### src/sv/sarth_pkg.sv
`default_nettype none
package sarth_pkg;

  // Converter result width and the phase plan derived from it.
  localparam int SAMPLE_BITS    = 8;
  localparam int BIT_IDX_W      = $clog2(SAMPLE_BITS);
  localparam int PHASE_W        = 6;
  localparam int TICK_W         = 8;
  localparam int CFG_W          = 8;
  localparam int CFG_INDEX_W    = 8;
  localparam int IN_DATA_W      = 8;
  localparam int OUT_DATA_W     = 16;

  localparam int CMD_PHASES     = 7;
  localparam int CHAN_PHASE_LO  = 4;
  localparam int CHAN_PHASE_HI  = 5;
  localparam int MSB_FIRST_READ = 8;
  localparam int MSB_LAST_READ  = 6 + 2 * SAMPLE_BITS;
  localparam int LSB_LAST_READ  = 4 + 4 * SAMPLE_BITS;
  localparam int LAST_PHASE     = 6 + 4 * SAMPLE_BITS;

  // Configuration register indexes and reset values.
  localparam logic [CFG_INDEX_W-1:0] REG_LIGHT_THRESHOLD = CFG_INDEX_W'(0);
  localparam logic [CFG_INDEX_W-1:0] REG_PHASE_TICKS     = CFG_INDEX_W'(1);
  localparam logic [CFG_W-1:0]       THRESHOLD_RESET     = CFG_W'(120);
  localparam logic [CFG_W-1:0]       PHASE_TICKS_RESET   = CFG_W'(2);

  typedef struct packed {
    logic data_pin_in;
    logic channel_select;
    logic start_request;
  } item_t;

  typedef struct packed {
    logic [CFG_W-1:0] light_threshold;
    logic [CFG_W-1:0] phase_ticks;
  } cfg_t;

  typedef struct packed {
    logic                   light_on;
    logic                   reads_agree;
    logic [SAMPLE_BITS-1:0] sample_value;
    logic                   conversion_done;
    logic                   data_pin_drive;
    logic                   data_pin_out;
    logic                   serial_clock;
    logic                   chip_select_n;
  } result_t;

endpackage
`default_nettype wire

### src/sv/serial_adc_reader_threshold.sv
`default_nettype none
// Serial converter master with a light threshold. Each input word is one base
// tick of the sequencer that drives a two-channel 8-bit serial converter:
// on a start request while idle it runs 39 phases of phase_ticks ticks each
// (chip select low, start/single-ended/channel bits, 8 bits read on serial clock
// pulses MSB-first, 8 more read LSB-first with bit 0 shared), then raises chip select
// and publishes the sample, zero if the two reads disagree, with light_on set
// when the sample exceeds light_threshold. Every input word yields exactly one
// output word carrying the pin levels for that tick and the held result.
// One word is taken per clock cycle while the output side keeps draining; a
// word passes an input register and the sequencer logic into an output
// register, which holds it until the output side takes it. The phase and
// tick counters update once per accepted word, so every word advances the
// sequencer by one base tick and no more. Configuration writes (index
// 0 threshold, index 1 phase_ticks, other indexes ignored) are expected only
// while no conversion is under way and no word is in flight.
module serial_adc_reader_threshold (
  input  wire                                 clk,
  input  wire                                 rst,
  // tdata: [0] start_request, [1] channel_select, [2] data_pin_in, [7:3] zero
  input  wire                                 s_tvalid,
  output logic                                s_tready,
  input  wire  [sarth_pkg::IN_DATA_W-1:0]     s_tdata,
  // tdata: [0] chip_select_n, [1] serial_clock, [2] data_pin_out,
  // [3] data_pin_drive, [4] conversion_done, [12:5] sample_value,
  // [13] reads_agree, [14] light_on, [15] zero
  output logic                                m_tvalid,
  input  wire                                 m_tready,
  output logic [sarth_pkg::OUT_DATA_W-1:0]    m_tdata,
  input  wire                                 cfg_we,
  input  wire  [sarth_pkg::CFG_INDEX_W-1:0]   cfg_index,
  input  wire  [sarth_pkg::CFG_W-1:0]         cfg_data
);
  import sarth_pkg::*;

  cfg_t    cfg;
  item_t   item_q;
  logic    item_valid;
  logic    advance;
  result_t result;
  result_t result_q;

  // Configuration registers.
  always_ff @(posedge clk) begin
    if (rst) begin
      cfg.light_threshold <= THRESHOLD_RESET;
      cfg.phase_ticks     <= PHASE_TICKS_RESET;
    end else if (cfg_we) begin
      unique case (cfg_index)
        REG_LIGHT_THRESHOLD: cfg.light_threshold <= cfg_data;
        REG_PHASE_TICKS:     cfg.phase_ticks     <= cfg_data;
        default: ;
      endcase
    end
  end

  // The held word moves into the output register whenever that register is
  // empty or being drained, so the pipeline keeps one word per cycle.
  assign advance  = item_valid && (!m_tvalid || m_tready);
  assign s_tready = !item_valid || advance;

  always_ff @(posedge clk) begin
    if (rst) begin
      item_valid <= 1'b0;
    end else if (s_tready) begin
      item_valid <= s_tvalid;
    end
  end

  always_ff @(posedge clk) begin
    if (s_tvalid && s_tready) begin
      item_q.start_request  <= s_tdata[0];
      item_q.channel_select <= s_tdata[1];
      item_q.data_pin_in    <= s_tdata[2];
    end
  end

  sarth_seq u_seq (
    .clk    (clk),
    .rst    (rst),
    .step   (advance),
    .item   (item_q),
    .cfg    (cfg),
    .result (result)
  );

  always_ff @(posedge clk) begin
    if (rst) begin
      m_tvalid <= 1'b0;
    end else if (advance) begin
      m_tvalid <= 1'b1;
    end else if (m_tready) begin
      m_tvalid <= 1'b0;
    end
  end

  always_ff @(posedge clk) begin
    if (advance) begin
      result_q <= result;
    end
  end

  assign m_tdata = {1'b0, result_q};

  // A finished conversion is always reported with chip select still low.
  a_done_in_frame: assert property (@(posedge clk) disable iff (rst)
    m_tvalid && m_tdata[4] |-> !m_tdata[0])
    else $error("conversion_done outside an active frame");

  // A disagreeing pair of reads must publish a zero sample and no light.
  a_disagree_zero: assert property (@(posedge clk) disable iff (rst)
    m_tvalid && !m_tdata[13] |-> (m_tdata[12:5] == '0) && !m_tdata[14])
    else $error("nonzero sample published after disagreeing reads");

  // With the output register empty the input side must never stall.
  a_no_idle_stall: assert property (@(posedge clk) disable iff (rst)
    !m_tvalid |-> s_tready)
    else $error("input stalled while the output register is empty");

  // While released for reading, the data pin level is held at zero.
  a_release_low: assert property (@(posedge clk) disable iff (rst)
    m_tvalid && !m_tdata[3] |-> !m_tdata[2] && !m_tdata[0])
    else $error("data pin driven high while released");

endmodule
`default_nettype wire

### src/sv/sarth_seq.sv
`default_nettype none
module sarth_seq (
  input  wire                    clk,
  input  wire                    rst,
  input  wire                    step,
  input  sarth_pkg::item_t       item,
  input  sarth_pkg::cfg_t        cfg,
  output sarth_pkg::result_t     result
);
  import sarth_pkg::*;

  logic [PHASE_W-1:0]     phase_index, phase_index_next;
  logic [TICK_W-1:0]      tick_count, tick_count_next;
  logic                   busy_flag, busy_flag_next;
  logic                   latched_channel, latched_channel_next;
  logic [SAMPLE_BITS-1:0] msb_shift, msb_shift_next;
  logic [SAMPLE_BITS-1:0] lsb_shift, lsb_shift_next;
  logic [SAMPLE_BITS-1:0] held_sample, held_sample_next;
  logic                   held_agree, held_agree_next;
  logic                   held_light, held_light_next;

  always_comb begin
    logic [PHASE_W-1:0]     p;
    logic [PHASE_W-1:0]     bit_off;
    logic [BIT_IDX_W-1:0]   lsb_idx;
    logic [TICK_W-1:0]      len;
    logic [TICK_W-1:0]      tick_inc;
    logic [SAMPLE_BITS-1:0] msb_base;
    logic [SAMPLE_BITS-1:0] lsb_base;
    logic                   chan;
    logic                   active;
    logic                   last_tick;
    logic                   cmd_phase;

    // A start while idle makes this tick the first tick of phase zero.
    active   = busy_flag | item.start_request;
    p        = busy_flag ? phase_index : '0;
    chan     = busy_flag ? latched_channel : item.channel_select;
    msb_base = busy_flag ? msb_shift : '0;
    lsb_base = busy_flag ? lsb_shift : '0;
    tick_inc = (busy_flag ? tick_count : '0) + TICK_W'(1);
    len      = (cfg.phase_ticks == '0) ? TICK_W'(1) : cfg.phase_ticks;
    last_tick = (tick_inc >= len);
    cmd_phase = (p < PHASE_W'(CMD_PHASES));
    bit_off  = p - PHASE_W'(MSB_LAST_READ);
    lsb_idx  = bit_off[BIT_IDX_W:1];

    phase_index_next     = phase_index;
    tick_count_next      = tick_count;
    busy_flag_next       = busy_flag;
    latched_channel_next = item.start_request && !busy_flag ? item.channel_select
                                                             : latched_channel;
    msb_shift_next       = msb_shift;
    lsb_shift_next       = lsb_shift;
    held_sample_next     = held_sample;
    held_agree_next      = held_agree;
    held_light_next      = held_light;

    result.chip_select_n   = !active;
    result.serial_clock    = active & p[0];
    result.data_pin_drive  = !active | cmd_phase;
    result.conversion_done = 1'b0;
    if (!active) begin
      result.data_pin_out = 1'b1;
    end else if (cmd_phase) begin
      result.data_pin_out = (p == PHASE_W'(CHAN_PHASE_LO) || p == PHASE_W'(CHAN_PHASE_HI))
                            ? chan : 1'b1;
    end else begin
      result.data_pin_out = 1'b0;
    end

    if (active) begin
      busy_flag_next  = 1'b1;
      phase_index_next = p;
      tick_count_next = tick_inc;
      msb_shift_next  = msb_base;
      lsb_shift_next  = lsb_base;
      if (last_tick) begin
        // Reads land on the last tick of each clock-low (even) phase.
        if (!p[0] && p >= PHASE_W'(MSB_FIRST_READ) && p <= PHASE_W'(MSB_LAST_READ)) begin
          msb_shift_next = {msb_base[SAMPLE_BITS-2:0], item.data_pin_in};
        end
        if (!p[0] && p >= PHASE_W'(MSB_LAST_READ) && p <= PHASE_W'(LSB_LAST_READ)) begin
          lsb_shift_next = lsb_base | (SAMPLE_BITS'(item.data_pin_in) << lsb_idx);
        end
        tick_count_next = '0;
        if (p >= PHASE_W'(LAST_PHASE)) begin
          busy_flag_next         = 1'b0;
          phase_index_next       = '0;
          result.conversion_done = 1'b1;
          held_agree_next        = (msb_shift_next == lsb_shift_next);
          held_sample_next       = held_agree_next ? msb_shift_next : '0;
          held_light_next        = (held_sample_next > cfg.light_threshold);
        end else begin
          phase_index_next = p + PHASE_W'(1);
        end
      end
    end

    result.sample_value = held_sample_next;
    result.reads_agree  = held_agree_next;
    result.light_on     = held_light_next;
  end

  always_ff @(posedge clk) begin
    if (rst) begin
      phase_index     <= '0;
      tick_count      <= '0;
      busy_flag       <= 1'b0;
      latched_channel <= 1'b0;
      msb_shift       <= '0;
      lsb_shift       <= '0;
      held_sample     <= '0;
      held_agree      <= 1'b0;
      held_light      <= 1'b0;
    end else if (step) begin
      phase_index     <= phase_index_next;
      tick_count      <= tick_count_next;
      busy_flag       <= busy_flag_next;
      latched_channel <= latched_channel_next;
      msb_shift       <= msb_shift_next;
      lsb_shift       <= lsb_shift_next;
      held_sample     <= held_sample_next;
      held_agree      <= held_agree_next;
      held_light      <= held_light_next;
    end
  end

endmodule
`default_nettype wire

### config.mk
export PLATFORM = sky130hd
export DESIGN_NAME = serial_adc_reader_threshold
export DESIGN_NICKNAME = d
export VERILOG_FILES = /design/src/sv/sarth_pkg.sv /design/src/sv/serial_adc_reader_threshold.sv /design/src/sv/sarth_seq.sv
export SDC_FILE = /design/constraint.sdc
export NUM_CORES = 1
export LEC_CHECK = 0
export BUFFER_PORTS_ARGS = -buffer_cell sky130_fd_sc_hd__clkbuf_2
export CORE_AREA = 2 2 94 96
export DETAILED_ROUTE_END_ITERATION = 10
export DIE_AREA = 0 0 96 98
export HOLD_SLACK_MARGIN = 0.15
export MAX_ROUTING_LAYER = met4
export PLACE_DENSITY_LB_ADDON = 0.12
export REMOVE_ABC_BUFFERS = 1
export SYNTH_ARGS = -nofsm -noshare
export SYNTH_HDL_FRONTEND = slang
export SYNTH_SLANG_ARGS = --single-unit
### constraint.sdc
create_clock -name clk -period 4.3 [get_ports clk]
set_input_delay 0.86 -clock clk [delete_from_list [all_inputs] [get_ports clk]]
set_output_delay 0.86 -clock clk [all_outputs]
set_load 0.05 [all_outputs]
==> flow_summary.ini, run 1 <==
[power_and_ir_drop]
powerDensity_nw_per_um2 = 296
p_leak_nw = 1.98
peakVddDrop_uv = 163

[detailed_routing]
drt.antenna.violating_nets = 0
drt-initial-drc-count = 198
wirelength_mm = 10.1
vias = 3714
drcViolationCount = 0
avgRoutedWirePerCell_um = 15.4
drt-pass1-iter-count = 4
viasPerCell = 5.65

[synthesis]
synth-edff-count = 18
asyncSetResetFlopFracSynth_pct = 0
ys_top_cells_by_area = dfxtp_1, edfxtp_1, ha_1, a21oi_1, nand2_1
post_synth_inst_count = 493
synth_seq_cells = 78
synthFlopType = dfxtp_1
synthesis.yosys.warnings = 0
yosysMostFrequentCell = dfxtp_1
synth_sequential_area_ratio_pct = 40.0
netlist_top_cells_count = dfxtp_1, nand2_1, a21oi_1
synth_top_area_cell = dfxtp_1
synth.top_cell.area_share_pct = 27.6
syn-mean-instance-area_um2 = 8.83
ys_types = 65
synth_area_um2 = 4360

[global_route]
final_global_route_overflow_total = 0
grt_antenna_before_repair = 0
grtUsageTotal_pct = 24.6
vias_in_the_first_global_route = 3706
global_route_wire_length_before_repair_mm = 17.7
pin_count_of_the_biggest_net_entering_global_routing = 37

[final_layout]
antenna-diode-count = 0
stdcell_area_um2 = 5040
fin_nets = 595
layout-drive-gt1-share_pct = 21.3
final_core_util_pct = 59.6
areaGrowthSynthToFinish_pct = 15.8

[sta]
max_freq_mhz = 253
drv_slew = 0
setup_skew_ps = 10.6
rsz0062_at_grt = no
period_share_pct = 92.0
timing.max_slew.rel_slack_pct = 30.2
final.setup.tns_ps = 0
report.final.hold_viol_count = 0
transition_time_of_the_tightest_slew_check_pin_ps = 1040
finalWorstPathRequiredPeriod_ps = 3950
timing.final.setup_violations = 0

[clock_tree]
clk_transition_reported_paths_ps = 90
cts_root_buf = clkbuf_8
clk_latency_ps = 370
total_cts_buffers = 9
postCtsHoldBufs = 0
tritoncts = built
cts.sink_count = 78
cts_setup_buffers = 0
cts_htree_levels = 3
cts_resized = 0
cts_buffer_depth = 2

[setup_path]
rr_endpoint = m_tdata[14]
worst_setup_path_end_kind = flip-flop
cp.required_ps = 4430
worstPathArrival_ps = 4080
worst_r2r_path_depth = 18
timing_worst_setup_path_type = reg -> reg
r2r_setup_slack_ps = 350
timing.critical_path.fanout_max = 6
regToRegStartpoint = u_seq.busy_flag
timing.critical_path.from_type = flip-flop

[die]
core_area_um2 = 8470
rows = 34
die_width_um = 96
start_util_pct = 51.4
die_area_um2 = 9410
top_level_ports = 47
die_h_um = 98

[hold_path]
min_delay_worst_endpoint = u_seq.lsb_shift[5]
worstHoldPathType = reg -> reg
hold_path_startpoint = u_seq.lsb_shift[5]
timing.hold.worst_path_depth = 2

[placed_design]
gp_congestion = 0.891
numPortBuffers = 40
placement.cell_area_um2 = 4760
detail_placement_hpwl_mm = 7.40

[run]
max_cap_viol_count = 0

[outcome]
status = finished clean
## placed cells by master (no fill, tap or decap), drive strengths merged, types with 3 or more instances in the layout
cell type | synthesis | layout
o211ai | 8 | 8
inv | 20 | 24
xnor2 | 6 | 6
a211oi | 6 | 6
edfxtp | 18 | 18
o21ai | 14 | 14
nand4 | 10 | 10
clkbuf | 15 | 49
and2 | 13 | 13
buf | 14 | 29
nand2 | 56 | 56
a31oi | 3 | 3
nor4 | 3 | 3
xor2 | 6 | 6
nor2 | 41 | 41
nand3 | 32 | 32
mux2 | 9 | 9
or2 | 3 | 3
mux2i | 13 | 13
a211o | 4 | 4
o31ai | 8 | 8
a21oi | 43 | 43
ha | 22 | 22
and3 | 3 | 3
o21a | 5 | 5
clkinv | 2 | 3
dfxtp | 60 | 60
a22o | 7 | 7
nand2b | 7 | 7
or3 | 4 | 4
a21o | 6 | 6
## per-layer routing
metal | GRT usage, % | vias up | wire length, um
met1 | 31.5 | 1763 | 4740
met3 | 3.47 | 13 | 340
met2 | 39.5 | 64 | 4920
li1 | - | 1874 | -
met4 | 8.24 | 0 | 134
met5 | - | - | 0
## state kept, by name, indices dropped and copies added, names as in the netlist, 3 cells and up
register           cells
u_seq.lsb_shift        8
u_seq.phase_index      6
m_tdata               15
u_seq.msb_shift        8
u_seq.tick_count       8
cfg                   16
u_seq.held_sample      8
item_q                 3
## layout make-up
class                   count  area, um^2
clock buffers               9         124
fillers                   758        3420
multi-input cells         364        2440
inverters                  22        82.6
clock inverters             7         103
flip-flops and latches     78        1740
repair buffers             69         418
well taps                 108         135
## kinds of logic after synthesis
| family | share of synthesized area, % |
|---|---|
| mux | 5.40 |
| fa+ha+maj | 6.32 |
| flops | 40.0 |
| simple gates | 21.3 |
| compound gates | 18.8 |
| xor+xnor | 2.84 |
| other cells | 0.0861 |
| buf+inv | 5.26 |
## worst max-delay path, stage by stage (launching register included)
cell and delay [ps]:
dfxtp_1 350, and2_4 180, ha_4 180, nand4bb_2 290, nand3_2 150, mux2_4 330, a211oi_2 240, o21ai_2 110
a2111oi_4 360, buf_4 200, and2_1 170, ha_1 270, o21a_1 110, o21ai_0 140, nand2b_1 70, a21oi_1 160
o21a_1 160, a211oi_1 60, a21o_1 180
## where the power goes
group / internal [mW] / total (mW) / switching [mW]
Sequential: 0.758 / 0.762 / 0.00425
Combinational: 0.0223 / 0.0894 / 0.0671
Clock: 0.336 / 0.639 / 0.303
Total: 1.12 / 1.49 / 0.374
## metrics by stage
stage / total power [mW] / hold slack (ps) / worst slack [ps] / cells
floorplan: 0.829 / 421 / -443 / 464
global placement: 0.868 / 436 / 189 / 641
detailed placement: 0.870 / 446 / 124 / 641
CTS: 1.50 / 459 / 81.8 / 657
global route: 1.54 / 480 / 20.8 / 657
finish: 1.49 / 455 / 345 / 657
## worst max path at each step
stage / startpoint / end / slack (ps)
final: u_seq.busy_flag / m_tdata[14] / 350
after global routing: u_seq.busy_flag / m_tdata[14] / 20
after CTS: u_seq.busy_flag / m_tdata[14] / 80
after detailed placement: u_seq.busy_flag / m_tdata[14] / 120
after global placement: u_seq.busy_flag / m_tdata[14] / 190
after floorplan: u_seq.busy_flag / m_tdata[14] / -440
(Power assumes the default switching activity.)
==> run 2, diff against run 1 <==
Settings changed: CORE_AREA 2 2 94 96 to 2 2 89 91, CTS_CLUSTER_DIAMETER set to 200, DIE_AREA 0 0 96 98 to 0 0 91 93.
Clock period 4.3 ns to 4 ns, I/O delays scaled along.
==> run 2 against run 1 <==
Compared with the run above: clock power down 3%; final cell count increased by 1.1%; utilization grew 10 points; worst hold slack improved by 8.1 ps; cell area increased by 4.2%; combinational power grew 10%; critical path depth is 1 higher; count of clock-buffer cells in the layout unchanged; register-to-register slack worse by 210 ps.
==> flow_summary.ini, run 2 (synthesis gave the netlist of run 1 again) <==
[sta]
report.final.hold_viol_count = 0
period_share_pct = 96.6
timing.final.setup_violations = 0
timing.hold.ws_ps = 463
setup_skew_ps = 10.2
timing.max_slew.rel_slack_pct = 27.7
timing.final.ws_setup_ps = 134
drv_slew = 0
max_freq_mhz = 259
final.setup.tns_ps = 0
finalWorstPathRequiredPeriod_ps = 3870
transition_time_of_the_tightest_slew_check_pin_ps = 1080

[clock_tree]
cts_root_buf = clkbuf_8
cts.sink_count = 78
cts_buffer_depth = 2
postCtsHoldBufs = 0
tritoncts = built
cts_htree_levels = 3
clk_latency_ps = 360
clk_transition_reported_paths_ps = 90
total_cts_buffers = 9

[die]
rows = 32
die_area_um2 = 8460
die_width_um = 91
core_area_um2 = 7530
start_util_pct = 57.9
top_level_ports = 47
die_h_um = 93

[final_layout]
layout.cells.most_common = dfxtp_1
flip_flop_count_of_the_largest_register_after_layout = 16
areaGrowthSynthToFinish_pct = 20.7
antenna-diode-count = 0
most-common-layout-cells = dfxtp_1, nand2_1, nor2_1
layout-drive-gt1-share_pct = 27.2
max_flop_register = cfg
cell_count_final_fillers_out = 664
fin_nets = 608

[setup_path]
regToRegStartpoint = u_seq.busy_flag
timing_worst_setup_path_type = reg -> reg
r2r_setup_slack_ps = 130
rr_endpoint = m_tdata[14]
worstPathArrival_ps = 3990
timing.critical_path.from_type = flip-flop
timing.critical_path.fanout_max = 6
worst_setup_path_end_kind = flip-flop
cp.required_ps = 4120
worst_r2r_path_depth = 19

[placed_design]
numPortBuffers = 40
place_worst_setup_slack_ps = -105
gp_congestion = 0.845
dp.cells = 645
detail_placement_hpwl_mm = 7.37

[detailed_routing]
avgRoutedWirePerCell_um = 16.2
drt.antenna.violating_nets = 0
viasPerCell = 5.81
wirelength_mm = 10.8
drt-pass1-iter-count = 5
drcViolationCount = 0
drt-initial-drc-count = 295
vias = 3860

[power_and_ir_drop]
powerDensity_nw_per_um2 = 293
peakVddDrop_uv = 169
p_leak_nw = 2.06

[global_route]
pin_count_of_the_biggest_net_entering_global_routing = 51
vias_in_the_first_global_route = 3746
global_route_wire_length_before_repair_mm = 17.4
final_global_route_overflow_total = 0
grtUsageTotal_pct = 26.3
grt_antenna_before_repair = 0

[run]
max_cap_viol_count = 0

[hold_path]
hold_path_startpoint = u_seq.held_sample[5]
worstHoldPathType = reg -> reg
min_delay_worst_endpoint = u_seq.held_sample[5]
timing.hold.worst_path_depth = 2

[outcome]
status = finished clean
## run 2: layer usage
layer / global-route usage [%] / wire (um) / vias to the layer above
li1: - / - / 1896
met1: 32.7 / 4720 / 1813
met2: 43.7 / 5350 / 130
met3: 3.63 / 487 / 21
met4: 10.4 / 212 / 0
met5: - / 0 / -
## run 2: cell type report
cell class,count,area (um^2)
clock buffers,9,124
clock inverters,7,80.1
fillers,643,2270
inverters,22,86.3
multi-input cells,364,2570
flip-flops and latches,78,1740
well taps,102,128
repair buffers,82,527
## run 2: where the power goes
group          switching (mW)  internal, mW
sequential            0.00481         0.815
combinational          0.0737        0.0246
clock                   0.324         0.298
total                   0.403          1.14
## run 2: how the worst max path moves through the flow
stage | to | depth (start not counted) | from | slack, ps
2_1_floorplan | m_tdata[14] | 19 | u_seq.busy_flag | -740
3_3_place_gp | m_tdata[14] | 18 | u_seq.busy_flag | 50
3_5_place_dp | m_tdata[14] | 18 | u_seq.busy_flag | -100
4_1_cts | m_tdata[14] | 20 | u_seq.busy_flag | 50
5_1_grt | m_tdata[14] | 16 | u_seq.phase_index[0] | -80
6_report | m_tdata[14] | 19 | u_seq.busy_flag | 130
## run 2: critical path, cell delays in order (launching register included)
cell	delay [ps]
dfxtp_2	350
and2_4	170
ha_4	180
and4bb_2	380
buf_4	180
o31ai_4	70
a21oi_2	210
xnor2_2	140
o221ai_2	150
a2111oi_4	360
buf_4	190
and2_1	180
ha_1	260
o21a_1	110
o21ai_1	130
nand2b_1	80
a21oi_2	110
o21a_1	170
a211oi_2	40
a21o_1	150
## run 2: timing repair
action                                  CTS  global route
buffers inserted                          1             2
pin swaps                                 0            16
endpoints found under the setup margin    2             2
resized for setup                         4            42
## run 2: through the flow
stage	cell area (um^2)	util, %	total power [mW]
5_1_grt	5260	69.8	1.59
4_1_cts	5060	67.2	1.55
3_3_place_gp	4830	64.2	0.931
6_report	5260	69.8	1.54
3_5_place_dp	4830	64.2	0.934
2_1_floorplan	4210	-	0.891
==> run 3, diff against run 2 <==
Settings changed: SYNTH_HIERARCHICAL set to 1.
==> run 3 against run 2 <==
Compared with the run above: register-to-register slack improved by 190 ps; first-iteration DRC count decreased by 8.5%; cell area decreased by 6.0%; sequential power about the same; critical path depth decreased by 5; largest cell class unchanged; critical path type unchanged; clock power increased by 9.5%; combinational power increased by 16%; sequential cell count unchanged; fmax increased by 5.1%; non-clock buffer count decreased by 18; area after synthesis about the same.
==> flow_summary.ini, run 3 <==
[outcome]
status = finished clean

[detailed_routing]
viasPerCell = 5.80
drt.antenna.violating_nets = 0
drt-initial-drc-count = 270
drt-pass1-iter-count = 5
vias = 3691
wirelength_mm = 9.87
avgRoutedWirePerCell_um = 15.5
drcViolationCount = 0

[synthesis]
synth_area_um2 = 4360
ys_top_cells_by_area = dfxtp_1, edfxtp_1, ha_1, nand2_1, nor2_1
post_synth_inst_count = 485
ys_types = 60
synth_sequential_area_ratio_pct = 40.0
synth_top_area_cell = dfxtp_1
synthFlopType = dfxtp_1
synthesis.yosys.warnings = 6
synth_seq_cells = 78
synth.top_cell.area_share_pct = 27.6
asyncSetResetFlopFracSynth_pct = 0
synth-edff-count = 18
netlist_top_cells_count = dfxtp_1, nand2_1, nor2_1
yosysMostFrequentCell = dfxtp_1
syn-mean-instance-area_um2 = 8.99

[final_layout]
most-common-layout-cells = dfxtp_1, nand2_1, nor2_1, clkbuf_2, inv_1
fin_nets = 577
antenna-diode-count = 0
final_core_util_pct = 65.7
max_flop_register = cfg
multi_input_area_um2 = 2350
final-seq-area_um2 = 1740
areaGrowthSynthToFinish_pct = 13.4
layout-drive-gt1-share_pct = 18.7
layout.cells.most_common = dfxtp_1
flip_flop_count_of_the_largest_register_after_layout = 16
fillers = 668

[setup_path]
worst_path_max_delay_cell = dfxtp_2
timing.critical_path.fanout_max = 10
worst_setup_path_end_kind = flip-flop
timing.critical_path.mode_cell = o21a_1
timing_worst_setup_path_type = reg -> reg
cp.required_ps = 4130
critPathTopFamily = simple AND/OR/NAND/NOR gates
crit_chain = nor3b_4, nand2_2, a31oi_2, xor2_1, nor4_4, nand3_2, nor2_1, ha_1, nor2b_1, o21a_1, o21a_1, o21ai_0, a21oi_1, mux2_2
worstPathArrival_ps = 3810
timing.critical_path.buf_inv = 0
timing.critical_path.from_type = flip-flop
slowest_delay_ps = 460

[sta]
transition_time_of_the_tightest_slew_check_pin_ps = 1120
period_share_pct = 92.0
rsz0062_at_grt = no
final.setup.tns_ps = 0
timing.max_slew.rel_slack_pct = 24.6
timing.final.setup_violations = 0
finalWorstPathRequiredPeriod_ps = 3680
drv_slew = 0
report.final.hold_viol_count = 0
timing.final.ws_setup_ps = 320
max_freq_mhz = 272
setup_skew_ps = 9.48

[global_route]
grtUsageTotal_pct = 25.3
final_global_route_overflow_total = 0
global_route_wire_length_before_repair_mm = 16.6
vias_in_the_first_global_route = 3409
pin_count_of_the_biggest_net_entering_global_routing = 63
grt_antenna_before_repair = 0

[clock_tree]
tritoncts = built
postCtsHoldBufs = 0
clk_latency_ps = 370
cts_resized = 0
clk_transition_reported_paths_ps = 90
total_cts_buffers = 9
cts_setup_buffers = 0
cts.sink_count = 78
cts_htree_levels = 3
cts_root_buf = clkbuf_8
cts_buffer_depth = 2

[placed_design]
numPortBuffers = 40
place_worst_setup_slack_ps = 185
gp_congestion = 0.926
detail_placement_hpwl_mm = 7.05

[power_and_ir_drop]
peakVddDrop_uv = 201
p_leak_nw = 2.05
p_total_mw = 1.62
powerDensity_nw_per_um2 = 327

[die]
start_util_pct = 57.9
die_h_um = 93
die_width_um = 91
die_area_um2 = 8460
core_area_um2 = 7530
rows = 32
top_level_ports = 47

[hold_path]
worstHoldPathType = reg -> reg

[run]
max_cap_viol_count = 0
[run 3: changes by cell type after synthesis, moves of 6 or more]
cell | previous run | this run
o31ai_1 | 8 | 17
nand2_1 | 56 | 46
mux2_2 | 8 | 1
nor2b_1 | 2 | 10
inv_1 | 20 | 30
a21oi_1 | 43 | 29
and3_1 | 3 | 9
o211ai_1 | 8 | 0
nand2b_1 | 7 | 13
nand3_1 | 31 | 16
[run 3: cell families after synthesis]
logic type      share of synthesized area [%]
compound gates                           19.4
xor+xnor                                 3.19
fa+ha+maj                                5.46
buf+inv                                  6.17
flops                                    40.0
mux                                      3.24
other cells                            0.0861
simple gates                             22.5
[run 3: path summary, 6_finish.rpt]
path | slack [ps] | endpoint | cells after the start | startpoint
setup / recovery | 320 | m_tdata[14] | 14 | u_seq/busy_flag
hold / removal | 450 | u_seq/held_sample[3] | 2 | u_seq/held_sample[3]
setup reg to reg | 320 | m_tdata[14] | 14 | u_seq/busy_flag
hold reg to reg | 450 | u_seq/held_sample[3] | 2 | u_seq/held_sample[3]
[run 3: per-layer routing]
metal	track usage, %	vias to the layer above	routed length [um]
met5	-	-	0
met4	7.83	0	128
met3	4.11	11	480
met2	39.9	98	4750
met1	33.7	1757	4510
li1	-	1825	-
[run 3: final cells by class]
cell class | count | area share [%]
clock inverter | 7 | 2.13
sequential | 78 | 35.3
multi-input combinational | 346 | 47.5
timing repair buffer | 64 | 7.69
tap | 102 | 2.58
inverter | 30 | 2.28
clock buffer | 9 | 2.51
[run 3: worst register-to-register path: stages, from the launching register on]
cell	delay [ps]
dfxtp_2	460
nor3b_4	400
nand2_2	210
a31oi_2	290
xor2_1	130
nor4_4	330
nand3_2	200
nor2_1	150
ha_1	260
nor2b_1	130
o21a_1	150
o21a_1	150
o21ai_0	190
a21oi_1	110
mux2_2	270
[run 3: stage by stage]
step | cell area (um^2) | instances | hold slack (ps)
finish | 4940 | 636 | 455
global route | 4940 | 636 | 481
CTS | 4940 | 636 | 456
detailed placement | 4710 | 620 | 434
global placement | 4710 | 620 | 429
floorplan | 4200 | 454 | 420
[run 3: where the power goes]
| group | leakage, nW | switching (mW) | internal, mW | total, mW |
|---|---|---|---|---|
| Clock | 0.112 | 0.321 | 0.360 | 0.681 |
| Combinational | 1.30 | 0.0818 | 0.0321 | 0.114 |
| Sequential | 0.642 | 0.00695 | 0.816 | 0.823 |
| Total | 2.05 | 0.410 | 1.21 | 1.62 |
